===== src/sv/sorted_priority_queue_remove_by_id_top_assert.svh =====
// Assertion macros for the sorted priority queue RTL.
// Included by modules that check their own logic; needs no other file.
`ifndef SORTED_PRIORITY_QUEUE_REMOVE_BY_ID_TOP_ASSERT_SVH
`define SORTED_PRIORITY_QUEUE_REMOVE_BY_ID_TOP_ASSERT_SVH
`ifndef SYNTHESIS
// Clocked check, off while reset is high.
`define SPQ_ASSERT(lbl, clk, rst, prop, msg) \
   lbl: assert property (@(posedge clk) disable iff (rst) prop) else $error(msg);
// Clocked check that also holds during reset.
`define SPQ_ASSERT_ALWAYS(lbl, clk, prop, msg) \
   lbl: assert property (@(posedge clk) prop) else $error(msg);
`else
`define SPQ_ASSERT(lbl, clk, rst, prop, msg)
`define SPQ_ASSERT_ALWAYS(lbl, clk, prop, msg)
`endif
`endif


===== src/sv/spq_pkg.sv =====
// Shared types and constants of the sorted priority queue.
// No dependencies; used by spq_cell, spq_chain and the top level.
`timescale 1ns / 1ps
`default_nettype none

package spq_pkg;

   localparam int KEY_W         = 14;
   localparam int ID_W          = 32;
   localparam int COUNT_OUT_W   = 5;
   localparam int DEPTH_DEFAULT = 16;
   localparam logic [KEY_W-1:0] KEY_MAX = 14'd10000;

   typedef enum logic [1:0] {
      CMD_INSERT = 2'd0,
      CMD_POP    = 2'd1,
      CMD_REMOVE = 2'd2,
      CMD_NONE   = 2'd3
   } cmd_type;

   typedef enum logic [1:0] {
      STAT_OK       = 2'd0,
      STAT_EMPTY    = 2'd1,
      STAT_NOTFOUND = 2'd2,
      STAT_FULL     = 2'd3
   } status_type;

   typedef enum logic {
      S_IDLE  = 1'b0,
      S_SWEEP = 1'b1
   } state_type;

   typedef enum logic [1:0] {
      OP_HOLD,
      OP_INSERT,
      OP_ROTATE
   } cell_op_type;

   typedef struct packed {
      logic             valid;
      logic [KEY_W-1:0] key;
      logic [ID_W-1:0]  id;
   } entry_type;

   // Broadcast to every cell of the chain.
   typedef struct packed {
      cell_op_type      op;
      logic [KEY_W-1:0] key;   // insert key, already saturated
      logic [ID_W-1:0]  id;    // insert id
      logic             drop;  // rotate: head entry leaves the queue
   } chain_ctl_type;

endpackage

`default_nettype wire


===== src/sv/spq_cell.sv =====
// One slot of the sorted chain: holds an entry, shifts with its neighbors.
// Depends on spq_pkg.
`timescale 1ns / 1ps
`default_nettype none

module spq_cell (
   input  wire logic                  clock,
   input  wire logic                  reset,
   input  wire spq_pkg::chain_ctl_type ctl,
   input  wire spq_pkg::entry_type    head,     // entry of slot 0
   input  wire spq_pkg::entry_type    left,     // neighbor nearer the head
   input  wire logic                  left_ge,  // left holds key >= ctl.key
   input  wire spq_pkg::entry_type    right,    // neighbor nearer the tail
   output spq_pkg::entry_type         entry,
   output logic                       ge
);

   spq_pkg::entry_type entry_ff;
   spq_pkg::entry_type entry_in;

   assign entry = entry_ff;
   assign ge    = entry_ff.valid && (entry_ff.key >= ctl.key);

   always_comb begin
      entry_in = entry_ff;
      unique case (ctl.op)
         spq_pkg::OP_HOLD: begin
            entry_in = entry_ff;
         end
         spq_pkg::OP_INSERT: begin
            // higher-or-equal prefix stays; the first slot past it takes
            // the new item, the rest take their left neighbor
            priority if (ge) begin
               entry_in = entry_ff;
            end else if (left_ge) begin
               entry_in.valid = 1'b1;
               entry_in.key   = ctl.key;
               entry_in.id    = ctl.id;
            end else begin
               entry_in = left;
            end
         end
         spq_pkg::OP_ROTATE: begin
            // shift toward the head; the tail slot takes the old head back
            priority if (right.valid) begin
               entry_in = right;
            end else if (entry_ff.valid) begin
               entry_in       = head;
               entry_in.valid = !ctl.drop;
            end else begin
               entry_in = entry_ff;
            end
         end
         default: begin
            entry_in = entry_ff;
         end
      endcase
   end

   always_ff @(posedge clock) begin
      if (reset) begin
         entry_ff.valid <= 1'b0;
      end else begin
         entry_ff.valid <= entry_in.valid;
      end
      entry_ff.key <= entry_in.key;
      entry_ff.id  <= entry_in.id;
   end

endmodule

`default_nettype wire


===== src/sv/spq_chain.sv =====
// Row of DEPTH spq_cell slots, sorted highest key first, packed from slot 0.
// Depends on spq_pkg and spq_cell.
`timescale 1ns / 1ps
`default_nettype none

module spq_chain #(
   parameter int DEPTH = spq_pkg::DEPTH_DEFAULT
) (
   input  wire logic                   clock,
   input  wire logic                   reset,
   input  wire spq_pkg::chain_ctl_type ctl,
   output spq_pkg::entry_type          head
);

   spq_pkg::entry_type ent [DEPTH];
   logic [DEPTH-1:0]   ge;

   assign head = ent[0];

   for (genvar g = 0; g < DEPTH; g++) begin : g_cell
      spq_pkg::entry_type left_e;
      spq_pkg::entry_type right_e;
      logic               left_ge;

      if (g == 0) begin : g_first
         assign left_e  = '0;
         assign left_ge = 1'b1;
      end else begin : g_mid
         assign left_e  = ent[g-1];
         assign left_ge = ge[g-1];
      end

      if (g == DEPTH-1) begin : g_last
         assign right_e = '0;
      end else begin : g_inner
         assign right_e = ent[g+1];
      end

      spq_cell u_cell (
         .clock   (clock),
         .reset   (reset),
         .ctl     (ctl),
         .head    (ent[0]),
         .left    (left_e),
         .left_ge (left_ge),
         .right   (right_e),
         .entry   (ent[g]),
         .ge      (ge[g])
      );
   end

endmodule

`default_nettype wire


===== src/sv/sorted_priority_queue_remove_by_id_top.sv =====
// Sorted priority queue with remove-by-id: command control and result port.
// Depends on spq_pkg, spq_chain, spq_cell and the assertion header.
//
// Bounded queue of DEPTH entries (key, id), kept highest key first in a
// chain of slot cells; equal keys leave in arrival order. An item is taken
// when start is high and busy is low. For insert, pop and the unused
// command busy stays low and the result strobes on rsp_strobe the next
// cycle, so a new item may follow every cycle. Remove-by-id rotates the
// chain once through the head comparator, one slot per cycle: busy is high
// during the rotation and the result strobes in the cycle after the last
// step; a remove on an empty queue answers in the next cycle. The
// receiver cannot stall: each result is on the rsp_ ports for exactly one
// cycle, marked by rsp_strobe. Keys above 10000 are saturated to 10000.
// Reset clears the queue.
`timescale 1ns / 1ps
`default_nettype none

`include "sorted_priority_queue_remove_by_id_top_assert.svh"

module sorted_priority_queue_remove_by_id_top #(
   parameter int DEPTH = spq_pkg::DEPTH_DEFAULT
) (
   input  wire logic                              clock,
   input  wire logic                              reset,
   input  wire logic                              start,
   output logic                                   busy,
   input  wire logic [1:0]                        req_command,
   input  wire logic [spq_pkg::KEY_W-1:0]         req_key,
   input  wire logic [spq_pkg::ID_W-1:0]          req_id,
   output logic                                   rsp_strobe,
   output logic [1:0]                             rsp_status,
   output logic [spq_pkg::KEY_W-1:0]              rsp_out_key,
   output logic [spq_pkg::ID_W-1:0]               rsp_out_id,
   output logic [spq_pkg::COUNT_OUT_W-1:0]        rsp_entry_count
);

   localparam int CW = $clog2(DEPTH + 1);

   // control state
   spq_pkg::state_type state_ff, state_in;
   logic [CW-1:0]      cnt_ff, cnt_in;
   logic [CW-1:0]      steps_ff, steps_in;   // rotation steps left in a remove
   logic               found_ff, found_in;
   logic               rsp_strobe_ff, rsp_strobe_in;

   // payload
   logic [spq_pkg::ID_W-1:0]  tgt_ff, tgt_in;
   logic [spq_pkg::KEY_W-1:0] cap_key_ff, cap_key_in;
   logic [spq_pkg::ID_W-1:0]  cap_id_ff, cap_id_in;
   spq_pkg::status_type       rsp_status_ff, rsp_status_in;
   logic [spq_pkg::KEY_W-1:0] rsp_key_ff, rsp_key_in;
   logic [spq_pkg::ID_W-1:0]  rsp_id_ff, rsp_id_in;
   logic [CW-1:0]             rsp_cnt_ff;

   spq_pkg::chain_ctl_type    ctl;
   spq_pkg::entry_type        head;
   spq_pkg::cmd_type          cmd;
   logic                      accept;
   logic                      hit;
   logic [spq_pkg::KEY_W-1:0] key_sat;
   logic [CW+spq_pkg::COUNT_OUT_W-1:0] cnt_ext;

   assign busy    = (state_ff == spq_pkg::S_SWEEP);
   assign accept  = start && !busy;
   assign cmd     = spq_pkg::cmd_type'(req_command);
   assign key_sat = (req_key > spq_pkg::KEY_MAX) ? spq_pkg::KEY_MAX : req_key;
   // first matching entry, in priority order, as it passes the head
   assign hit     = head.valid && (head.id == tgt_ff) && !found_ff;

   spq_chain #(
      .DEPTH (DEPTH)
   ) u_chain (
      .clock (clock),
      .reset (reset),
      .ctl   (ctl),
      .head  (head)
   );

   // next state
   always_comb begin
      state_in = state_ff;
      unique case (state_ff)
         spq_pkg::S_IDLE: begin
            if (accept && (cmd == spq_pkg::CMD_REMOVE) && (cnt_ff != '0)) begin
               state_in = spq_pkg::S_SWEEP;
            end
         end
         spq_pkg::S_SWEEP: begin
            if (steps_ff == CW'(1)) begin
               state_in = spq_pkg::S_IDLE;
            end
         end
         default: begin
            state_in = spq_pkg::S_IDLE;
         end
      endcase
   end

   // outputs and datapath
   always_comb begin
      ctl.op        = spq_pkg::OP_HOLD;
      ctl.key       = key_sat;
      ctl.id        = req_id;
      ctl.drop      = 1'b0;
      cnt_in        = cnt_ff;
      steps_in      = steps_ff;
      found_in      = found_ff;
      tgt_in        = tgt_ff;
      cap_key_in    = cap_key_ff;
      cap_id_in     = cap_id_ff;
      rsp_strobe_in = 1'b0;
      rsp_status_in = spq_pkg::STAT_OK;
      rsp_key_in    = '0;
      rsp_id_in     = '0;

      unique case (state_ff)
         spq_pkg::S_IDLE: begin
            if (accept) begin
               unique case (cmd)
                  spq_pkg::CMD_INSERT: begin
                     rsp_strobe_in = 1'b1;
                     if (cnt_ff == CW'(DEPTH)) begin
                        rsp_status_in = spq_pkg::STAT_FULL;
                     end else begin
                        ctl.op = spq_pkg::OP_INSERT;
                        cnt_in = cnt_ff + CW'(1);
                     end
                  end
                  spq_pkg::CMD_POP: begin
                     rsp_strobe_in = 1'b1;
                     if (cnt_ff == '0) begin
                        rsp_status_in = spq_pkg::STAT_EMPTY;
                     end else begin
                        ctl.op     = spq_pkg::OP_ROTATE;
                        ctl.drop   = 1'b1;
                        rsp_key_in = head.key;
                        rsp_id_in  = head.id;
                        cnt_in     = cnt_ff - CW'(1);
                     end
                  end
                  spq_pkg::CMD_REMOVE: begin
                     if (cnt_ff == '0) begin
                        rsp_strobe_in = 1'b1;
                        rsp_status_in = spq_pkg::STAT_EMPTY;
                     end else begin
                        steps_in = cnt_ff;
                        found_in = 1'b0;
                        tgt_in   = req_id;
                     end
                  end
                  spq_pkg::CMD_NONE: begin
                     rsp_strobe_in = 1'b1;
                  end
                  default: begin
                     rsp_strobe_in = 1'b1;
                  end
               endcase
            end
         end
         spq_pkg::S_SWEEP: begin
            // rotate one slot; the matching head is dropped instead of wrapped
            ctl.op   = spq_pkg::OP_ROTATE;
            ctl.drop = hit;
            steps_in = steps_ff - CW'(1);
            if (hit) begin
               found_in   = 1'b1;
               cap_key_in = head.key;
               cap_id_in  = head.id;
               cnt_in     = cnt_ff - CW'(1);
            end
            if (steps_ff == CW'(1)) begin
               rsp_strobe_in = 1'b1;
               if (found_in) begin
                  rsp_status_in = spq_pkg::STAT_OK;
                  rsp_key_in    = cap_key_in;
                  rsp_id_in     = cap_id_in;
               end else begin
                  rsp_status_in = spq_pkg::STAT_NOTFOUND;
               end
            end
         end
         default: begin
            ctl.op = spq_pkg::OP_HOLD;
         end
      endcase
   end

   always_ff @(posedge clock) begin
      if (reset) begin
         state_ff      <= spq_pkg::S_IDLE;
         cnt_ff        <= '0;
         steps_ff      <= '0;
         found_ff      <= 1'b0;
         rsp_strobe_ff <= 1'b0;
      end else begin
         state_ff      <= state_in;
         cnt_ff        <= cnt_in;
         steps_ff      <= steps_in;
         found_ff      <= found_in;
         rsp_strobe_ff <= rsp_strobe_in;
      end
      tgt_ff        <= tgt_in;
      cap_key_ff    <= cap_key_in;
      cap_id_ff     <= cap_id_in;
      rsp_status_ff <= rsp_status_in;
      rsp_key_ff    <= rsp_key_in;
      rsp_id_ff     <= rsp_id_in;
      rsp_cnt_ff    <= cnt_in;
   end

   // count is reported modulo 32
   assign cnt_ext         = {{spq_pkg::COUNT_OUT_W{1'b0}}, rsp_cnt_ff};
   assign rsp_strobe      = rsp_strobe_ff;
   assign rsp_status      = rsp_status_ff;
   assign rsp_out_key     = rsp_key_ff;
   assign rsp_out_id      = rsp_id_ff;
   assign rsp_entry_count = cnt_ext[spq_pkg::COUNT_OUT_W-1:0];

   `SPQ_ASSERT(a_cnt_bound, clock, reset, cnt_ff <= CW'(DEPTH), "entry count above depth")
   `SPQ_ASSERT(a_sweep_steps, clock, reset, busy |-> (steps_ff != '0), "sweep with no steps left")
   `SPQ_ASSERT(a_sweep_head, clock, reset, busy |-> head.valid, "sweep reached an empty head")
   `SPQ_ASSERT(a_quick_rsp, clock, reset, (accept && ((cmd != spq_pkg::CMD_REMOVE) || (cnt_ff == '0))) |=> rsp_strobe, "one-cycle command gave no result")
   `SPQ_ASSERT(a_empty_cnt, clock, reset, (rsp_strobe && (rsp_status == spq_pkg::STAT_EMPTY)) |-> (rsp_cnt_ff == '0), "empty status with entries held")

endmodule

`default_nettype wire

===== config.mk =====
export PLATFORM = sky130hd
export DESIGN_NAME = sorted_priority_queue_remove_by_id_top
export DESIGN_NICKNAME = d
export VERILOG_FILES = /design/src/sv/spq_pkg.sv /design/src/sv/spq_cell.sv /design/src/sv/spq_chain.sv /design/src/sv/sorted_priority_queue_remove_by_id_top.sv
export VERILOG_INCLUDE_DIRS = /design/src /design/src/sv
export SDC_FILE = /design/constraint.sdc
export NUM_CORES = 2
export LEC_CHECK = 0
export BUFFER_PORTS_ARGS = -buffer_cell sky130_fd_sc_hd__buf_2
export CORE_MARGIN = 1
export CORE_UTILIZATION = 45
export CTS_CLUSTER_SIZE = 28
export DETAILED_ROUTE_END_ITERATION = 10
export PLACE_DENSITY_LB_ADDON = 0.08
export SYNTH_ARGS = -nofsm -noshare
export SYNTH_HDL_FRONTEND = slang
export SYNTH_HIERARCHICAL = 1
export SYNTH_SLANG_ARGS = --single-unit

===== constraint.sdc =====
create_clock -name clock -period 17.85 [get_ports clock]
set_clock_uncertainty 0.15 [all_clocks]
set_input_delay 3.57 -clock clock [delete_from_list [all_inputs] [get_ports clock]]
set_output_delay 3.57 -clock clock [all_outputs]
set_load 0.03 [all_outputs]

# Yosys cells after proc, flatten, opt, wreduce, memory -nomap -nowiden

Index checks and enable logic that the tools add are counted.
Widths: inputs -> output; s select.

Register bits: 896
Bits in latches: 0
Bits in writable memories: 0
Bits in read-only memories: 0
Bits of input ports: 51
Output and inout port bits: 55
Memories kept: 0

$add $sub $neg: 3
Multiply operators: 0
Divide/modulo/power cells: 0
$lt $le $gt $ge: 17
Eq/ne operators: 43
Shifts and indexed selects: 0
Muxes and demuxes: 133
Bitwise gates (word level): 2
Reduce and logical (&&, ||, !) cells: 64

Operators by type and width:

| cell                 | number |
|---|---|
| $mux 47              | 62 |
| $pmux 47 s2          | 16 |
| $ge 14x14->1         | 16 |
| $mux 32              | 6 |
| $mux 14              | 7 |
| $pmux 32 s2          | 1 |
| $reduce_and 3->1     | 17 |
| $ne 2x2->1 const B   | 21 |
| $ne 3x3->1 const B   | 14 |
| $mux 5               | 7 |
| $eq 32x32->1         | 1 |
| $reduce_and 2->1     | 16 |
| $pmux 5 s2           | 3 |
| $pmux 14 s2          | 1 |
| $logic_and 1x1->1    | 21 |
| $pmux 2 s2           | 4 |
| $mux 1               | 15 |
| $gt 14x14->1 const B | 1 |
| $mux 2               | 6 |
| $pmux 1 s2           | 5 |
| $sub 5x1->5 const B  | 2 |
| $eq 2x2->1 const B   | 3 |
| $add 5x1->5 const B  | 1 |
| $eq 5x1->1 const B   | 1 |
| other kinds (11)     | 15 |

# Logic depth before layout (Yosys ltp)

Depth after elaboration: 9
Depth in mapped cells: 17

# By module

The synthesis kept the hierarchy.

Modules (own cells, without submodules):

| module                                    | times used | cells each | area each (µm²) |
|---|---|---|---|
| spq_cell at u_chain.g_cell[13].u_cell ... | 12         | 283        | 3069.2 |
| spq_cell at u_chain.g_cell[0].u_cell ...  | 4          | 283        | 3432.0 |
| sorted_priority_queue_remove_by_id_top    | 1          | 458        | 6184.7 |
| spq_chain                                 | 1          | 2          | 7.5 |

# Least setup slack after synthesis

Ideal clock, no wire load.

Kind: input to register
Start: input start
End: register u_chain.g_cell[13].u_cell.entry_ff (netlist bit u_chain/g_cell[13].u_cell/entry[0]), enable pin
Arrival time: 8.631 ns
Required time: 17.223 ns
Setup slack: 8.591 ns
Stages on the path: 6
Path buffers: 1
Cells stage by stage: nor2b_1 nand3_1 nand2_1 nand2b_1 clkbuf_1 a31oi_1

RTL lines:

| item               | RTL line                                     | RTL |
|---|---|---|
| start: declaration | sorted_priority_queue_remove_by_id_top.sv:25 | `input wire logic start,` |
| end: declaration   | spq_cell.sv:18                               | `spq_pkg::entry_type entry_ff;` |

==> metrics.csv <==
stage,metric,value,unit
setup_path,startpoint types,primary input,
power,maximum vdd drop,0.07112,mV
route,drt wl/cell,25.21,microns
layout,share of cells above drive strength 1,0.1362,
clocking,total number of H-tree levels,3,
route,DRC violations left,0,
place,DP HPWL,114.3,mm
job,max-cap viol count,0,
grt,vias in the first global route,41060,
clocking,CTS root buf,clkbuf_16,
power,fraction of power consumed by sequential logic,0.439,
timing,max-slew violations,0,
clocking,Worst-Skew Late Latency,0.71,ns
setup_path,worst r2r src,busy,
route,TritonRoute pass-1 iters,6,
layout,FF/Latch Area,0.02612,sq mm
outcome,status,"finished, final reports clean",
setup_path,CP Max Fanout,32,
power,Clock power frac,0.373,
die,Die Width,357.1,microns
grt,largest net degree at the start of global routing,95,
grt,initial antenna violation count,1,
power,leakage power total,21.86,nW
logic_synthesis,Mapped Avg Cell Area,11.38,sq um
grt,GRT Overall Usage,0.2582,
setup_path,Buf/Inv on CP,4,
die,die area,0.1275,sq mm
clocking,post-CTS sizing,0,
layout,"most common cell after layout, fill and taps aside",a21oi_1,
timing,Final Hold Vio Count,0,
layout,Nets,5252,
route,Total Routed Length,168.8,mm
setup_path,"Cell Chain, Critical Path",buf_2 -> o41ai_1 -> a21oi_1 -> o31ai_1 -> and2_1 -> buf_4 -> inv_1 -> ha_1 -> a21oi_1 -> o21ai_1 -> a211o_1 -> a41o_1 -> a31oi_4 -> buf_4,
hold_path,worst hold path cell count,1,
die,Die H,357.1,microns
grt,met3 usage in global routing,0.03362,
setup_path,CP max stage delay,0.76,ns
power,Internal Power,0.004097,W
setup_path,CP endpoint kind,register,
clocking,CTS clock-pin slew for the worst setup and hold paths,0.06,ns
die,I/O Pins,106,
grt,grt met1 use,0.3997,
timing,RSZ-0062 raised after global routing,false,
die,Initial Util,0.4560,
place,placed inst area,0.05856,sq mm
layout,P&R area growth vs syn,9.409,%
grt,M2 GR Usage,0.3803,
setup_path,slowest CP cell,a31oi_4,
hold_path,hold wc startpoint,cap_key_ff[13],
clocking,clk sink count,896,
timing,maximum clock rate,125.1,MHz
clocking,CTS max path bufs,3,
route,vias post-DR,43210,
timing,Tmin final,7.993,ns
setup_path,arrival time worst endpoint,8.19,ns
setup_path,WS Path Type,primary input to register,
route,post-route ant nets,0,
layout,FILL cells,11230,
logic_synthesis,Synthesis Warnings,6,
clocking,Num CTS Buffers,109,
setup_path,flop2flop setup slack,12.42,ns
clocking,post-CTS setup buffer count,0,
power,Gate power share,0.188,
hold_path,Hold EP,rsp_out_key[13],
timing,setup TNS,0,ns
logic_synthesis,Post-Syn Area,0.05674,sq mm
power,switching share of power,0.3023,
power,switching pwr,0.001775,W
timing,fin crit share,0.4478,
die,Core Area,0.1244,sq mm
setup_path,Worst path top cell family by delay,compound AO/OA/AOI/OAI gates,
hold_path,Hold/Removal Path Class,register to register,
timing,Worst Tran Pin Value,1.167,ns
timing,Slew headroom,0.2218,
place,Port Buf Inserts,105,
timing,hold_ws,0.3447,ns
route,post-DR vias/cell,6.453,
logic_synthesis,Gate Count Post-Synth,4987,
clocking,CTS tree,yes,
setup_path,critical path required time,18.05,ns
layout,multi-input logic area,0.02782,sq mm
layout,design area,0.06208,sq mm
route,1st-iter DRT viols,4596,
place,RePlAce Congestion,0.8433,
grt,first-pass GRT wire length,261.1,mm
setup_path,Reg-to-Reg End,u_chain/g_cell[3].u_cell/entry[18],
layout,most frequent cells in the layout,"891 x a21oi_1, 814 x edfxtp_1, 738 x mux2i_1",
grt,total grt overflow,0,
die,Placement Rows,129,
timing,setup violators final,0,
clocking,Post-CTS Hold Buffers,0,
power,Pwr Density,94.59,mW/mm^2
grt,GR peak layer,met1,
setup_path,Worst Reg2Reg Path Length in Cells,9,
==> routing by layer <==
metal | vias to the layer above | routed length [microns]
met1 | 21540 | 81650
met4 | 0 | 2666
met3 | 169 | 12060
met5 | - | 0
met2 | 1658 | 72460
li1 | 19850 | -
==> metrics by stage <==
stage | utilization | total power [W] | instances | setup slack, ns
2_1_floorplan | - | 0.003411 | 5081 | 8.591
3_3_place_gp | 0.4706 | 0.003689 | 6494 | 9.211
3_5_place_dp | 0.4706 | 0.003709 | 6494 | 9.218
4_1_cts | 0.4989 | 0.005905 | 6696 | 9.933
5_1_grt | 0.4989 | 0.006110 | 6697 | 9.503
6_report | 0.4989 | 0.005872 | 6697 | 9.857
==> flip-flops by register name (all words and copies together) (netlist names) <==
name	cells
busy	1
cap_id_ff	32
cap_key_ff	14
cnt_ff	5
found_ff	1
rsp_entry_count	5
rsp_out_id	32
rsp_out_key	14
rsp_status	2
rsp_strobe	1
steps_ff	5
tgt_ff	32
u_chain/g_cell.u_cell/entry	752
==> worst reg2reg max path, delay by kind of cell, from the launching register on <==
kind | cells | cell delay, ns
flip-flops | 1 | 0.85
buffers and inverters | 4 | 2.04
AND/OR/NAND/NOR | 3 | 1.20
AO/OA/AOI/OAI | 2 | 0.80
==> power by group through the flow <==
stage | registers [W] | logic, W | clock network (W)
2_1_floorplan | 0.00259 | 0.000825 | 0
3_3_place_gp | 0.00262 | 0.00107 | 0
3_5_place_dp | 0.00262 | 0.00109 | 0
4_1_cts | 0.00258 | 0.00109 | 0.00224
5_1_grt | 0.00259 | 0.00120 | 0.00232
6_report | 0.00258 | 0.00111 | 0.00219
==> final cells by class <==
type                       instances  share of cell area
antenna                            1          0.00004031
clock buffer                     164             0.05250
clock inverter                    38            0.004232
inverter                         289             0.01747
multi-input combinational       3439              0.4482
sequential                       896              0.4207
tap                             1637             0.03299
timing repair buffer             233             0.02394
==> worst max path at each step <==
stage	from	end	slack [ns]	cells after the start
after detailed placement	req_key[0]	u_chain/g_cell[3].u_cell/entry[13]	9.22	14
after global placement	req_key[0]	u_chain/g_cell[1].u_cell/entry[46]	9.21	17
after global routing	req_key[0]	u_chain/g_cell[15].u_cell/entry[46]	9.50	18
after floorplan	start	u_chain/g_cell[13].u_cell/entry[0]	8.59	6
after CTS	req_key[0]	u_chain/g_cell[1].u_cell/entry[46]	9.93	17
final	req_key[0]	u_chain/g_cell[3].u_cell/entry[18]	9.86	14
No activity file was read; power rests on OpenSTA's default activity.
